===== src/design/assert_macros.svh =====
// ----------------------------------------------------------------------------
// assert_macros.svh
// shared concurrent assertion macros for the hex line decoder
// ----------------------------------------------------------------------------
`ifndef ASSERT_MACROS_SVH
`define ASSERT_MACROS_SVH

// checked on every clock edge outside reset
`define HLTB_ASSERT(name, clk, rst_n, prop, msg) \
  name: assert property (@(posedge clk) disable iff (!(rst_n)) (prop)) else $error(msg);

// checked on every clock edge, reset included
`define HLTB_ASSERT_ALWAYS(name, clk, prop, msg) \
  name: assert property (@(posedge clk) (prop)) else $error(msg);

`endif


===== src/design/hltb_pkg.sv =====
// ----------------------------------------------------------------------------
// hltb_pkg
// types, character codes and decode helpers for the hex line decoder
// ----------------------------------------------------------------------------
package hltb_pkg;

  localparam int unsigned StoreDepth = 63;
  localparam int unsigned CountW     = 6;

  localparam logic [7:0] ChNul     = 8'h00;
  localparam logic [7:0] ChTab     = 8'h09;
  localparam logic [7:0] ChNewline = 8'h0A;
  localparam logic [7:0] ChVtab    = 8'h0B;
  localparam logic [7:0] ChFfeed   = 8'h0C;
  localparam logic [7:0] ChCr      = 8'h0D;
  localparam logic [7:0] ChSpace   = 8'h20;
  localparam logic [7:0] ChColon   = 8'h3A;
  localparam logic [7:0] ChLbrack  = 8'h5B;
  localparam logic [7:0] ChRbrack  = 8'h5D;
  localparam logic [7:0] ChZero    = 8'h30;
  localparam logic [7:0] ChNine    = 8'h39;
  localparam logic [7:0] ChUpA     = 8'h41;
  localparam logic [7:0] ChUpF     = 8'h46;
  localparam logic [7:0] ChLoA     = 8'h61;
  localparam logic [7:0] ChLoF     = 8'h66;

  typedef enum logic {
    BK_IDLE,
    BK_EMIT
  } back_state_e;

  // one unit of work handed from front to back
  typedef struct packed {
    logic       has_byte;
    logic [7:0] data;
    logic       close;
    logic       emit;
  } cmd_t;

  typedef struct packed {
    logic emitting;
    logic rd_pending;
  } back_stat_t;

  function automatic logic [3:0] hex_nibble(input logic [7:0] c);
    logic [7:0] v;
    v = 8'h00;
    if (c >= ChZero && c <= ChNine) begin
      v = c - ChZero;
    end else if (c >= ChUpA && c <= ChUpF) begin
      v = c - ChUpA + 8'd10;
    end else if (c >= ChLoA && c <= ChLoF) begin
      v = c - ChLoA + 8'd10;
    end
    return v[3:0];
  endfunction

  function automatic logic is_blank(input logic [7:0] c);
    return (c == ChSpace) || (c == ChTab) || (c == ChNewline) ||
           (c == ChVtab) || (c == ChFfeed) || (c == ChCr);
  endfunction

endpackage


===== src/design/hltb_front.sv =====
// ----------------------------------------------------------------------------
// hltb_front
// accepts characters, tracks segment state and issues byte and close commands
// ----------------------------------------------------------------------------
module hltb_front #(
  parameter int unsigned SEG_CHARS = 128
) (
  input  logic              clk_i,
  input  logic              rst_ni,
  input  logic              accept_i,
  input  logic [7:0]        char_code_i,
  input  logic              end_of_text_i,
  output logic              cmd_push_o,
  output hltb_pkg::cmd_t    cmd_o
);

  localparam int unsigned SegW = $clog2(SEG_CHARS);

  logic [SegW-1:0] seg_cnt_q, seg_cnt_d;
  logic [3:0]      hn_q, hn_d;
  logic            half_q, half_d;
  logic            colon_q, colon_d;
  logic            bracket_q, bracket_d;
  logic            zero_q, zero_d;

  logic [3:0]      nib;
  logic [SegW:0]   cnt_inc;
  logic [3:0]      hn_n;
  logic            half_n, colon_n, bracket_n, zero_n;
  logic            byte_push;
  hltb_pkg::cmd_t  cmd;

  assign nib     = hltb_pkg::hex_nibble(char_code_i);
  assign cnt_inc = {1'b0, seg_cnt_q} + {{SegW{1'b0}}, 1'b1};

  always_comb begin
    seg_cnt_d = seg_cnt_q;
    hn_d      = hn_q;
    half_d    = half_q;
    colon_d   = colon_q;
    bracket_d = bracket_q;
    zero_d    = zero_q;
    hn_n      = hn_q;
    half_n    = half_q;
    colon_n   = colon_q;
    bracket_n = bracket_q;
    zero_n    = zero_q;
    byte_push = 1'b0;
    cmd       = '0;

    if (end_of_text_i) begin
      cmd.close    = 1'b1;
      cmd.emit     = colon_q & ~bracket_q;
      cmd.has_byte = colon_q & ~bracket_q & half_q;
      cmd.data     = {hn_q, 4'h0};
    end else begin
      if (!zero_q && char_code_i != hltb_pkg::ChNewline) begin
        if (char_code_i == hltb_pkg::ChNul) begin
          zero_n = 1'b1;
        end else begin
          if (char_code_i == hltb_pkg::ChLbrack || char_code_i == hltb_pkg::ChRbrack) begin
            bracket_n = 1'b1;
          end
          if (!colon_q && char_code_i == hltb_pkg::ChColon) begin
            colon_n = 1'b1;
          end else if (colon_q && !hltb_pkg::is_blank(char_code_i)) begin
            if (half_q) begin
              byte_push = 1'b1;
              half_n    = 1'b0;
              hn_n      = 4'h0;
            end else begin
              hn_n   = nib;
              half_n = 1'b1;
            end
          end
        end
      end
      cmd.close = (char_code_i == hltb_pkg::ChNewline) ||
                  (cnt_inc == (SegW+1)'(SEG_CHARS - 1));
      cmd.emit  = colon_n & ~bracket_n;
      // a lone trailing digit is flushed as a high nibble at segment end
      cmd.has_byte = byte_push | (cmd.close & cmd.emit & half_n);
      cmd.data     = byte_push ? {hn_q, nib} : {hn_n, 4'h0};
    end

    if (accept_i) begin
      if (cmd.close) begin
        seg_cnt_d = '0;
        hn_d      = 4'h0;
        half_d    = 1'b0;
        colon_d   = 1'b0;
        bracket_d = 1'b0;
        zero_d    = 1'b0;
      end else begin
        seg_cnt_d = cnt_inc[SegW-1:0];
        hn_d      = hn_n;
        half_d    = half_n;
        colon_d   = colon_n;
        bracket_d = bracket_n;
        zero_d    = zero_n;
      end
    end
  end

  always_ff @(posedge clk_i or negedge rst_ni) begin
    if (!rst_ni) begin
      seg_cnt_q <= '0;
      hn_q      <= 4'h0;
      half_q    <= 1'b0;
      colon_q   <= 1'b0;
      bracket_q <= 1'b0;
      zero_q    <= 1'b0;
    end else begin
      seg_cnt_q <= seg_cnt_d;
      hn_q      <= hn_d;
      half_q    <= half_d;
      colon_q   <= colon_d;
      bracket_q <= bracket_d;
      zero_q    <= zero_d;
    end
  end

  assign cmd_push_o = accept_i & (cmd.has_byte | cmd.close);
  assign cmd_o      = cmd;

endmodule


===== src/design/hltb_cmd_queue.sv =====
// ----------------------------------------------------------------------------
// hltb_cmd_queue
// two-entry command queue between front and back
// ----------------------------------------------------------------------------
module hltb_cmd_queue (
  input  logic           clk_i,
  input  logic           rst_ni,
  input  logic           push_i,
  input  hltb_pkg::cmd_t data_i,
  output logic           full_o,
  input  logic           pop_i,
  output hltb_pkg::cmd_t data_o,
  output logic           empty_o
);

  hltb_pkg::cmd_t slot_q [2];
  logic [1:0]     cnt_q, cnt_d;
  logic           head_q, head_d;
  logic           tail;
  logic           do_push, do_pop;

  assign full_o  = cnt_q[1];
  assign empty_o = (cnt_q == 2'd0);
  assign do_push = push_i & ~full_o;
  assign do_pop  = pop_i & ~empty_o;
  assign tail    = head_q ^ cnt_q[0];
  assign data_o  = slot_q[head_q];

  always_comb begin
    cnt_d  = cnt_q + {1'b0, do_push} - {1'b0, do_pop};
    head_d = head_q ^ do_pop;
  end

  always_ff @(posedge clk_i or negedge rst_ni) begin
    if (!rst_ni) begin
      cnt_q  <= 2'd0;
      head_q <= 1'b0;
    end else begin
      cnt_q  <= cnt_d;
      head_q <= head_d;
    end
  end

  always_ff @(posedge clk_i) begin
    if (do_push) begin
      slot_q[tail] <= data_i;
    end
  end

endmodule


===== src/design/hltb_back.sv =====
// ----------------------------------------------------------------------------
// hltb_back
// byte store, segment commit and result streaming
// ----------------------------------------------------------------------------
module hltb_back (
  input  logic                 clk_i,
  input  logic                 rst_ni,
  input  logic                 cmd_valid_i,
  input  hltb_pkg::cmd_t       cmd_i,
  output logic                 cmd_pop_o,
  output hltb_pkg::back_stat_t stat_o,
  output logic                 empty_o,
  input  logic                 pop_i,
  output logic [7:0]           data_byte_o,
  output logic                 last_byte_o
);

  localparam int unsigned CW = hltb_pkg::CountW;

  hltb_pkg::back_state_e state_q, state_d;
  logic [CW-1:0] count_q, count_d;
  logic [CW-1:0] total_q, total_d;
  logic [CW-1:0] rd_idx_q, rd_idx_d;
  logic [CW-1:0] new_cnt;
  logic          wr_en;
  logic          issue, issue_last;
  logic          rd_vld_q, rd_last_q;
  logic [7:0]    rdata_q;

  logic [7:0]    store_mem [hltb_pkg::StoreDepth];

  logic [7:0]    obyte_q [2];
  logic          olast_q [2];
  logic [1:0]    ocnt_q;
  logic          ohead_q;
  logic          otail;
  logic          opop;

  assign cmd_pop_o  = (state_q == hltb_pkg::BK_IDLE) & cmd_valid_i;
  assign wr_en      = cmd_pop_o & cmd_i.has_byte &
                      (count_q < CW'(hltb_pkg::StoreDepth));
  assign new_cnt    = count_q + {{(CW-1){1'b0}}, wr_en};
  assign issue      = (state_q == hltb_pkg::BK_EMIT) &
                      ((ocnt_q + {1'b0, rd_vld_q}) < 2'd2);
  assign issue_last = (rd_idx_q == total_q - CW'(1));

  always_comb begin
    state_d  = state_q;
    count_d  = count_q;
    total_d  = total_q;
    rd_idx_d = rd_idx_q;
    unique case (state_q)
      hltb_pkg::BK_IDLE: begin
        if (cmd_pop_o) begin
          count_d = new_cnt;
          if (cmd_i.close) begin
            count_d = '0;
            if (cmd_i.emit && new_cnt != '0) begin
              total_d  = new_cnt;
              rd_idx_d = '0;
              state_d  = hltb_pkg::BK_EMIT;
            end
          end
        end
      end
      hltb_pkg::BK_EMIT: begin
        if (issue) begin
          rd_idx_d = rd_idx_q + CW'(1);
          if (issue_last) begin
            state_d = hltb_pkg::BK_IDLE;
          end
        end
      end
      default: state_d = hltb_pkg::BK_IDLE;
    endcase
  end

  always_ff @(posedge clk_i or negedge rst_ni) begin
    if (!rst_ni) begin
      state_q  <= hltb_pkg::BK_IDLE;
      count_q  <= '0;
      total_q  <= '0;
      rd_idx_q <= '0;
      rd_vld_q <= 1'b0;
    end else begin
      state_q  <= state_d;
      count_q  <= count_d;
      total_q  <= total_d;
      rd_idx_q <= rd_idx_d;
      rd_vld_q <= issue;
    end
  end

  always_ff @(posedge clk_i) begin
    if (wr_en) begin
      store_mem[count_q] <= cmd_i.data;
    end
    if (issue) begin
      rdata_q   <= store_mem[rd_idx_q];
      rd_last_q <= issue_last;
    end
  end

  // result buffer, room is reserved before a read is issued
  assign opop  = pop_i & (ocnt_q != 2'd0);
  assign otail = ohead_q ^ ocnt_q[0];

  always_ff @(posedge clk_i or negedge rst_ni) begin
    if (!rst_ni) begin
      ocnt_q  <= 2'd0;
      ohead_q <= 1'b0;
    end else begin
      ocnt_q  <= ocnt_q + {1'b0, rd_vld_q} - {1'b0, opop};
      ohead_q <= ohead_q ^ opop;
    end
  end

  always_ff @(posedge clk_i) begin
    if (rd_vld_q) begin
      obyte_q[otail] <= rdata_q;
      olast_q[otail] <= rd_last_q;
    end
  end

  assign empty_o     = (ocnt_q == 2'd0);
  assign data_byte_o = obyte_q[ohead_q];
  assign last_byte_o = olast_q[ohead_q];

  assign stat_o.emitting   = (state_q == hltb_pkg::BK_EMIT);
  assign stat_o.rd_pending = rd_vld_q;

endmodule


===== src/design/hex_line_to_bytes_core.sv =====
// ----------------------------------------------------------------------------
// hex_line_to_bytes_core
// hex text line decoder: characters in, decoded bytes of valid segments out
// ----------------------------------------------------------------------------
// The block takes one character per item and decodes the text after the first
// colon of each segment into bytes, two hex digits per byte, whitespace
// dropped. A segment closes on a newline, after SEG_CHARS-1 characters or on
// an end_of_text item; its bytes come out only if it held a colon and no
// bracket, the final one flagged by last_byte. The front takes one character
// per cycle as long as the two-entry command queue has room. The back takes
// a queued command only while idle and, at a closing segment that emits
// bytes, streams them out of its byte store through its single read port,
// taking no commands meanwhile; its two-entry result buffer takes a new
// read only while it and the read in flight hold fewer than two bytes. No
// clearing pass is needed after reset.
// ----------------------------------------------------------------------------
`include "assert_macros.svh"

module hex_line_to_bytes_core #(
  parameter int unsigned SEG_CHARS = 128
) (
  input  logic       clk_i,
  input  logic       rst_ni,
  // character side
  input  logic       push,
  output logic       full,
  input  logic [7:0] char_code_i,
  input  logic       end_of_text_i,
  // result side
  output logic       empty,
  input  logic       pop,
  output logic [7:0] data_byte_o,
  output logic       last_byte_o
);

  logic                 accept;
  logic                 cmd_push;
  hltb_pkg::cmd_t       cmd_in;
  hltb_pkg::cmd_t       cmd_out;
  logic                 cmd_full;
  logic                 cmd_empty;
  logic                 cmd_pop;
  hltb_pkg::back_stat_t bk_stat;

  // an item is taken whenever the command queue can hold what it may produce
  assign full   = cmd_full;
  assign accept = push & ~cmd_full;

  // front: segment tracking and digit pairing
  hltb_front #(
    .SEG_CHARS (SEG_CHARS)
  ) u_front (
    .clk_i         (clk_i),
    .rst_ni        (rst_ni),
    .accept_i      (accept),
    .char_code_i   (char_code_i),
    .end_of_text_i (end_of_text_i),
    .cmd_push_o    (cmd_push),
    .cmd_o         (cmd_in)
  );

  // decoupling queue, lets the front keep going while the back streams
  hltb_cmd_queue u_cmd_queue (
    .clk_i   (clk_i),
    .rst_ni  (rst_ni),
    .push_i  (cmd_push),
    .data_i  (cmd_in),
    .full_o  (cmd_full),
    .pop_i   (cmd_pop),
    .data_o  (cmd_out),
    .empty_o (cmd_empty)
  );

  // back: byte store and result stream
  hltb_back u_back (
    .clk_i       (clk_i),
    .rst_ni      (rst_ni),
    .cmd_valid_i (~cmd_empty),
    .cmd_i       (cmd_out),
    .cmd_pop_o   (cmd_pop),
    .stat_o      (bk_stat),
    .empty_o     (empty),
    .pop_i       (pop),
    .data_byte_o (data_byte_o),
    .last_byte_o (last_byte_o)
  );

  // the front never drops a command into a full queue
  `HLTB_ASSERT(a_no_cmd_overflow, clk_i, rst_ni, cmd_push |-> !cmd_full, "command queue overflow")

  // no new command is taken while a segment is being streamed out
  `HLTB_ASSERT(a_no_cmd_while_emit, clk_i, rst_ni, bk_stat.emitting |-> !cmd_pop, "command taken during emit")

  // a read in flight only follows a cycle of streaming
  `HLTB_ASSERT(a_read_from_emit, clk_i, rst_ni, bk_stat.rd_pending |-> $past(bk_stat.emitting), "read without emit")

  // nothing to deliver right after reset
  `HLTB_ASSERT_ALWAYS(a_empty_after_reset, clk_i, !rst_ni |=> empty, "result side not empty after reset")

endmodule

===== config.mk =====
export PLATFORM = sky130hd
export DESIGN_NAME = hex_line_to_bytes_core
export DESIGN_NICKNAME = d
export VERILOG_FILES = /design/src/design/hltb_pkg.sv /design/src/design/hltb_front.sv /design/src/design/hltb_cmd_queue.sv /design/src/design/hltb_back.sv /design/src/design/hex_line_to_bytes_core.sv
export VERILOG_INCLUDE_DIRS = /design/src /design/src/design
export SDC_FILE = /design/constraint.sdc
export NUM_CORES = 1
export LEC_CHECK = 0
export ABC_AREA = 0
export BUFFER_PORTS_ARGS = -buffer_cell sky130_fd_sc_hd__buf_2
export CAP_MARGIN = 20
export CORE_AREA = 2 2 240 242
export CTS_BUF_LIST = sky130_fd_sc_hd__clkbuf_8
export CTS_CLUSTER_SIZE = 28
export DETAILED_ROUTE_END_ITERATION = 6
export DIE_AREA = 0 0 242 244
export GPL_TIMING_DRIVEN = 0
export PLACE_DENSITY = 0.67
export SYNTH_ARGS = -nofsm -noshare
export SYNTH_HDL_FRONTEND = slang
export SYNTH_SLANG_ARGS = --single-unit

===== constraint.sdc =====
create_clock -name clk_i -period 2.8 [get_ports clk_i]
set_clock_uncertainty 0.2 [all_clocks]
set_input_delay 0.28 -clock clk_i [delete_from_list [all_inputs] [get_ports clk_i]]
set_output_delay 0.28 -clock clk_i [all_outputs]
set_load 0.02 [all_outputs]

* Word level (Yosys, flattened, before mapping)
Memory sizes are Yosys's and may differ from the RTL's. A register that Yosys moved wholly into a read port is not among the register bits.
Cells that the tools add are included.
** Cells by class
- Reductions and logical operators :: 29
- Equality and inequality tests :: 17
- Muxes and demuxes :: 61
- Bitwise operators :: 25
- $add $sub $neg :: 13
- $lt $le $gt $ge :: 8
** Operators by type and width (count)
- 2-to-1 mux 1 bit :: 41
- == test 8 x 4 -> 1 bit (second input constant) :: 5
- 2-to-1 mux 4 bit :: 10
- 2-to-1 mux 6 bit :: 5
- == test 8 x 7 -> 1 bit (second input constant) :: 3
- == test 8 x 6 -> 1 bit (second input constant) :: 2
- >= comparator 8 x 7 -> 1 bit (second input constant) :: 2
- <= comparator 8 x 7 -> 1 bit (second input constant) :: 2
- bitwise AND 1 bit :: 14
- one-hot mux 6 bit (2 select lines) :: 1
- AND reduction 4 bit :: 3
- subtractor 4 x 1 -> 4 bit (second input constant) :: 3
- 2-to-1 mux 11 bit :: 1
- adder 4 bit (second input constant) :: 2
- adder 7 x 1 -> 8 bit (second input constant) :: 1
- >= comparator 8 x 6 -> 1 bit (second input constant) :: 1
- <= comparator 8 x 6 -> 1 bit (second input constant) :: 1
- logical NOT 8 bit :: 1
- 2-to-1 mux 8 bit :: 1
- inequality test 8 x 4 -> 1 bit (second input constant) :: 1
- logical AND 1 bit :: 7
- logical OR 1 bit :: 7
- 2-to-1 mux 7 bit :: 1
- adder 6 x 1 -> 6 bit :: 1
- 18 further kinds :: 37
** Word-level totals
- Logic and storage cells :: 173
- RAM bits :: 544
- Memories kept :: 4
- Bits in registers :: 42
- Input port bits :: 13
** Memories
- u_back.store_mem :: depth 63, width 8, read ports 1, clocked after memory_dff 1, wr ports 1, RTL line hltb_back.sv:30 : logic [7:0] store_mem [hltb_pkg::StoreDepth];
- u_cmd_queue.slot_q :: depth 2, width 11, read ports 1, clocked after memory_dff 0, wr ports 1, RTL line hltb_cmd_queue.sv:16 : hltb_pkg::cmd_t slot_q [2];
- u_back.obyte_q :: depth 2, width 8, read ports 1, clocked after memory_dff 0, wr ports 1, RTL line hltb_back.sv:32 : logic [7:0] obyte_q [2];
- u_back.olast_q :: depth 2, width 1, read ports 1, clocked after memory_dff 0, wr ports 1, RTL line hltb_back.sv:33 : logic olast_q [2];

* Depth between registers and ports, before layout
Gate-level depths: netlist of the first run.
- Depth after elaboration :: 21
- Gate-level depth with buffers :: 15

* Modules after synthesis
A second synthesis of the first run with hierarchy kept.
** Second synthesis, totals
- Cells, all modules :: 1287
- Area, all modules :: 24232.0 um2
** Modules (own cells, without submodules)
- hltb_back :: instances 1, cells an instance 1087, area an instance 21861.0 um2
- hltb_front :: instances 1, cells an instance 149, area an instance 1357.6 um2
- hltb_cmd_queue :: instances 1, cells an instance 49, area an instance 996.0 um2
- hex_line_to_bytes_core :: instances 1, cells an instance 2, area an instance 17.5 um2

* Worst setup path after synthesis of the first run
Ideal clock, no wire load.
- Path kind :: reg2reg
- Start point :: reg u_cmd_queue.cnt_q[1]
- End point :: reg u_back.total_q[4]
- Data required time :: 2.472 ns
- Slack :: -0.191 ns
- Clock period less this slack :: 2.991 ns
- Cell stages (with the launch flop) :: 16
- Arrival :: 2.664 ns
- Path through :: dfrtp_1 nor2_1 or2_1 clkbuf_1 inv_2 nand2_1 nor2_1 ha_1 ha_1 nand2_1 nor2_1 nor2_1 o22ai_1 a21boi_1 buf_2 mux2_1
** Between the ends
- Cells in the longest elaborated chain, start to end :: 9
** RTL lines
- start, declared :: RTL line hltb_cmd_queue.sv:17 : logic [1:0] cnt_q, cnt_d;
- start signal, assigned :: RTL line hltb_cmd_queue.sv:39 : cnt_q <= cnt_d;
- logical NOT 2 bit * :: RTL line hltb_cmd_queue.sv:23 : assign empty_o = (cnt_q == 2'd0);
- inverter 1 bit * :: RTL line hex_line_to_bytes_core.sv:78 : .cmd_valid_i (~cmd_empty),
- bitwise AND 1 bit * :: RTL line hltb_back.sv:39 : assign cmd_pop_o = (state_q == hltb_pkg::BK_IDLE) & cmd_valid_i;
- bitwise AND 1 bit (2 in a row) :: RTL line hltb_back.sv:40 : assign wr_en = cmd_pop_o & cmd_i.has_byte &
- adder 6 x 1 -> 6 bit :: RTL line hltb_back.sv:42 : assign new_cnt = count_q + {{(CW-1){1'b0}}, wr_en};
- nonzero test 6 bit :: RTL line hltb_back.sv:58 : if (cmd_i.emit && new_cnt != '0) begin
- logical AND 1 bit :: RTL line hltb_back.sv:58
- AND reduction 4 bit (no line)
- end signal, assigned :: RTL line hltb_back.sv:88 : total_q <= total_d;
- end, declared :: RTL line hltb_back.sv:22 : logic [CW-1:0] total_q, total_d;
Every way passes the cells marked *; elsewhere a longest branch is shown, timed or not.
A chain may end at the register's enable or synchronous reset.

==> results of run 1 <==
## sequential cells by signal (all words and copies together) (netlist names)
signal,count
u_front.hn_q,4
u_front.half_q,1
u_cmd_queue.cnt_q,2
u_front.seg_cnt_q,7
u_cmd_queue.slot_q,22
u_front.zero_q,1
u_front.bracket_q,1
u_back.rdata_q,8
u_back.state_q,1
u_front.colon_q,1
u_back.obyte_q,16
u_back.store_mem,504
u_back.ocnt_q,2
u_cmd_queue.head_q,1
u_back.rd_idx_q,6
u_back.olast_q,2
u_back.ohead_q,1
u_back.count_q,6
u_back.total_q,6
u_back.rd_vld_q,1
u_back.rd_last_q,1
## synth_stat cells (6+ instances only)
master,number
buf_2,16
dfrtp_1,41
mux2i_1,41
a31oi_1,11
o21ai_1,11
clkbuf_1,19
xnor2_1,18
mux2_1,8
nor2_1,122
mux4_2,128
nand3_1,21
ha_1,16
o221a_1,7
nand2b_1,14
inv_1,19
buf_1,9
o21ai_0,20
a21oi_1,20
nand2_1,37
o22ai_1,9
nor2b_1,9
edfxtp_1,553
buf_4,13
o31ai_1,6
nor3_1,6
xor2_1,11
mux2_2,23
a221oi_1,7
## where the power goes
part	leakage (nW)	internal [mW]	switching, mW
clock	1.02	3.68	3.35
sequential	5.53	11.0	0.222
combinational	2.58	3.44	4.40
total	9.13	18.1	7.97
## path summary, 6_finish.rpt
| path | slack (ns) | endpoint |
|---|---|---|
| hold / removal | 0.01 | u_front.zero_q |
| setup / recovery | 0.06 | u_back.rdata_q[1] |
| hold reg to reg | 0.25 | u_back.obyte_q[0][7] |
| setup reg to reg | 0.06 | u_back.rdata_q[1] |
| min in group asynchronous | 0.31 | u_front.hn_q[3] |
| max in group asynchronous | 1.62 | u_back.rd_idx_q[0] |
## repair_timing
item	in CTS	in global routing
gates resized for setup	129	117
hold buffers	13	1
setup buffers	6	22
pin swaps	2	12
endpoints found under the hold margin	73	4
setup endpoints to repair	548	493
## per-layer routing
metal  GRT usage  vias to the layer above  wire length, µm
met5           0                        -                0
met4      0.0759                        0             1630
met3      0.0306                       97             3110
met2       0.281                      422            24800
met1       0.237                     6407            22100
li1            -                     5480                -
## worst register-to-register path, stage by stage (launching register included)
cell and delay, ns:
dfrtp_2 0.43, buf_4 0.13, buf_4 0.24, mux4_2 0.59, mux4_2 0.55, nand2b_1 0.18, o221a_1 0.15
## placed cells by master (no fill, tap or decap), types with 11 or more instances in the layout
master	count
edfxtp_1	553
mux4_2	128
clkbuf_8	97
nor2_4	59
nor2_1	54
inv_1	49
mux2i_1	38
buf_4	34
dfrtp_1	34
nand2_1	30
buf_2	25
clkinv_1	25
mux2_2	23
o21ai_0	20
nand3_1	18
xnor2_1	17
a21oi_1	15
buf_12	15
nand2b_1	14
dlygate4sd3_1	14
ha_1	13
xor2_1	11
a31oi_1	11
buf_6	11
clkinv_2	11
## cell families (layout without fill, tap and decap cells)
kind of cell,after synthesis,count (layout)
flops,594,594
compound gates,115,115
simple gates,238,238
mux,200,200
fa+ha+maj,16,16
buf+inv,81,322
other cells,0,1
xor+xnor,29,29
## layout make-up
cell class	instances	share of cell area
multi-input cells	598	0.235
well taps	756	0.0335
flip-flops and latches	594	0.625
inverters	21	0.00292
plain buffers	56	0.0177
clock buffers	97	0.0473
clock inverters	75	0.0157
diodes	1	0.0000886
repair buffers	73	0.0236
==> impl_results.md, run 1 <==
* Post-synth EDFFs at 553
* Avg Vias per Cell at 5.46
* Cells after Synth at 1273
* Layout Utilization at 0.503
* Crit path launch: u_back.rd_idx_q[0]
* Wirelength per Cell at 22.7 µm
* Die W at 242 µm
* DRC at 0
* I/O Pins at 24
* Setup_tns at 0 ns
* Synth Register Bits at 594
* Largest cells by area after synthesis: edfxtp_1, mux4_2, dfrtp_1
* Delay of the slowest critical-path stage at 0.58 ns
* Placed instance area at 0.0251 mm²
* Clock root buffer: clkbuf_8
* Compound-Gate Fraction of Synth Area at 0.0320
* Clk pin slew, worst setup/hold paths at 0.06 ns
* TritonCTS clock tree: built
* Setup ws final at 0.0583 ns
* Syn Area/Cell at 18.8 µm²
* Port Buf Inserts at 22
* Largest net degree at the start of global routing at 64
* WP data required at 3.01 ns
* Slowest stage cell, crit path: mux4_2
* Final non-filler cell total at 2271
* Drt total wl at 51700 µm
* Site Rows at 87
* CP Launch Type: flop
* Starting Density at 0.427
* CTS buffer count at 93
* Die Height at 244 µm
* Main flop type after synthesis: edfxtp_1
* Critical-path cell list: buf_4, buf_4, mux4_2, mux4_2, nand2b_1, o221a_1
* # H-tree levels at 3
* Area share of the largest cell type after synthesis at 0.692
* Clk sink count at 594
* Vias after detailed routing at 12400
* Final hold slack at 0.0147 ns
* Synth Area in XOR/XNOR at 0.0106
* Setup Viol. Count Final at 0
* Number of global-route vias before repair at 12700
* Remaining antenna violation count at 0
* Critical path class: flop to flop
* Register area at 0.0176 mm²
* Crit-path leading delay family: multiplexers
* Core Box Area at 0.0562 mm²
* Rel. slew slack at 0.313
* Peak VDD IR at 0.409 mV
* Final net count at 1466
* WP depth at 6
* Hold path startpoint: char_code_i[4]
* Worst-skew pair later-pin latency at 0.69 ns
* Leakage at 9.13 nW
* Post-synth ARST share at 0.0690
* Final min period at 2.74 ns
* Cell accounting for the most synthesized area: edfxtp_1
* Pwr Density at 924 mW/mm²
* Total of max-cap violations at 0
* TritonRoute pass-1 iters at 5
* Nature of the critical path endpoint: flop
* Cell variety after synth at 59
* RSZ-0062 raised after global routing: true
* R2R cell count at 6
* Post-synthesis adder-cell area fraction at 0.00835
* Largest family of logic cells by synthesized area: multiplexers
* Grt ovf at 0
* Syn Nets at 1302
* Register area share after synthesis at 0.735
* Cells after DPL at 2055
* Total power draw at 26.1 mW
* Initial antenna violation count at 3
* Crit path max fanout at 10
* Die area at 0.0590 mm²
* GPL Wtd Cong at 0.901
* Fill cells at 4511
* First-pass GRT wire length at 77200 µm
* Critical R2R Launch: u_back.rd_idx_q[0]
* Initial DRC count at 1152
* Multi-input logic area at 0.00663 mm²
* Longest Clk Path Bufs at 3
* Final worst path period share at 0.979
* Ys Warns at 0
* Area Overhead vs Synth at 17.8%
* Final hold vios at 0
* Hold/Removal Path Class: primary input to flop
* Detailed Place HPWL at 32100 µm
* Worst Max-Slew Pin Slew at 1.03 ns
* Pins over their slew limit at 0
* Fin area at 0.0282 mm²
* Post-synthesis mux area share at 0.152
* Hold Crit Depth at 5
* Layout cells sized above 1 at 0.319
* Synthesized area at 0.0240 mm²
* Dpl ws at -0.715 ns
* GRT Total Usage at 0.175
* Outcome: completed
* Post-Synth Simple-Gate Area at 0.0454
* Crit path DAT at 2.95 ns
* Buffer and inverter count on the worst path at 2
* Fmax at 0.365 GHz
Power figures use the tool's default switching activity.
==> run 2: changes to the inputs <==
Settings changed: REMOVE_ABC_BUFFERS set to 1, SETUP_SLACK_MARGIN set to 0.2.
==> impl_results.md, run 2 (synthesis gave the netlist of run 1 again) <==
* Outcome: complete, but fails checks
* Crit path DAT at 3.02 ns
* Initial DRC count at 1403
* TritonRoute pass-1 iters at 5
* CTS buffer count at 90
* Pwr Density at 931 mW/mm²
* CP Launch Type: flop
* Final hold slack at 0.0102 ns
* Nature of the critical path endpoint: flop
* Worst-skew pair later-pin latency at 0.66 ns
* Layout cells sized above 1 at 0.341
* Drt total wl at 54300 µm
* DRC at 0
* Vias after detailed routing at 12600
* Failing checks: setup timing
* Die W at 242 µm
* Cells after DPL at 2006
* Setup Viol. Count Final at 1
* Timing endpoint of the critical path: u_back.rdata_q[5]
* Remaining antenna violation count at 0
* Final hold vios at 0
* R2R setup slack at -0.06 ns
* Grt ovf at 0
* RR Endpoint: u_back.rdata_q[5]
* RSZ-0062 raised after global routing: true
* Die Height at 244 µm
* Crit path max fanout at 6
* Largest net degree at the start of global routing at 64
* Initial antenna violation count at 3
* Peak VDD IR at 0.471 mV
* Hold Crit Depth at 4
* Core Box Area at 0.0562 mm²
* Most frequent cells in the layout: edfxtp_1, mux4_2, clkbuf_8
* WP data required at 2.96 ns
* GRT Total Usage at 0.182
* Setup ws final at -0.0591 ns
* Rel. slew slack at 0.349
* First-pass GRT wire length at 79700 µm
* Largest regs: u_back.store_mem x504, u_cmd_queue.slot_q x22, u_back.obyte_q x16
* Wirelength per Cell at 24.0 µm
* Hold/Removal Path Class: primary input to flop
* TritonCTS clock tree: built
* Most common cell after layout, fill and taps aside: edfxtp_1
* R2R cell count at 6
* I/O Pins at 24
* Die area at 0.0590 mm²
* Port Buf Inserts at 23
* Worst Max-Slew Pin Slew at 0.977 ns
* Total of max-cap violations at 0
* # H-tree levels at 3
* Starting Density at 0.427
* Area Overhead vs Synth at 19.9%
* Final net count at 1452
* Final non-filler cell total at 2257
* Avg Vias per Cell at 5.56
* Dpl ws at -1.08 ns
* Clk sink count at 594
* Final worst path period share at 1.02
* Pins over their slew limit at 0
* Total power draw at 26.8 mW
* Detailed Place HPWL at 30800 µm
* Fmax at 0.350 GHz
* Leakage at 9.31 nW
* Longest Clk Path Bufs at 3
* Largest register FFs at 504
* Biggest register: u_back.store_mem
* Clk pin slew, worst setup/hold paths at 0.07 ns
* Critical R2R Launch: u_back.rd_idx_q[0]
* Final min period at 2.86 ns
* Number of global-route vias before repair at 12700
* Clock root buffer: clkbuf_8
* Site Rows at 87
* Crit path launch: u_back.rd_idx_q[0]
* Critical path class: flop to flop
* GPL Wtd Cong at 0.805
[run 2: cell count changes in the layout (fill, tap and decap cells not counted), sizes merged, moves of 2 or more]
cell and change:
clkinv +3, bufinv -3, buf -3, diode +2
inv -4, bufbuf +4, clkbuf -13
[run 2: per-stage QoR]
stage                      util  TNS, ns  instance area [µm²]
after floorplan               -   -42.46                23700
after global placement    0.440  -265.74                24700
after detailed placement  0.446  -209.47                25100
after CTS                 0.503  -0.0468                28200
after global routing      0.512   -0.234                28800
final                     0.512  -0.0591                28800
[run 2: how the worst min path moves through the flow]
stage	from	end	slack (ns)
5_1_grt	char_code_i[3]	u_front.zero_q	0.02
3_5_place_dp	u_back.rdata_q[6]	u_back.obyte_q[1][6]	0.24
4_1_cts	char_code_i[0]	u_front.hn_q[3]	0.01
2_1_floorplan	rst_ni	u_back.count_q[0]	-0.22
6_report	char_code_i[3]	u_front.zero_q	0.01
3_3_place_gp	u_back.rdata_q[7]	u_back.obyte_q[0][7]	0.23
[run 2: report_power, final]
| group | internal (mW) | switching (mW) |
|---|---|---|
| sequential | 11.0 | 0.322 |
| combinational | 4.13 | 4.68 |
| clock | 3.37 | 3.23 |
| total | 18.5 | 8.23 |
[run 2: area by class of cell]
cell class                      instances  area (µm²)
Fill cell                            4436       27400
Sequential cell                       594       17700
Multi-Input combinational cell        598        6860
Timing Repair Buffer                  118        1540
Clock buffer                           97        1340
Tap cell                              756         946
Clock inverter                         70         334
Inverter                               21        82.6
Antenna cell                            3        7.51
[run 2: repair_timing]
action / CTS / global route
pin swaps: 16 / 21
endpoints found under the setup margin: 553 / 372
hold buffers: 15 / 1
cloned: 10 / 3
gates resized for setup: 190 / 53
buffers inserted: 34 / 18
endpoints found under the hold margin: 69 / 1
[run 2: routing by layer]
| layer | part of all wire | track usage | vias up |
|---|---|---|---|
| met2 | 0.49 | 0.293 | 463 |
| met5 | 0 | 0 | - |
| met4 | 0.030 | 0.0821 | 0 |
| li1 | - | - | 5453 |
| met1 | 0.41 | 0.241 | 6542 |
| met3 | 0.068 | 0.0371 | 97 |
[run 2: critical path: stages (launching register included)]
cell,delay (ns)
dfrtp_4,0.52
buf_16,0.15
buf_16,0.14
mux4_2,0.47
mux4_2,0.54
and2_4,0.16
o32a_1,0.38
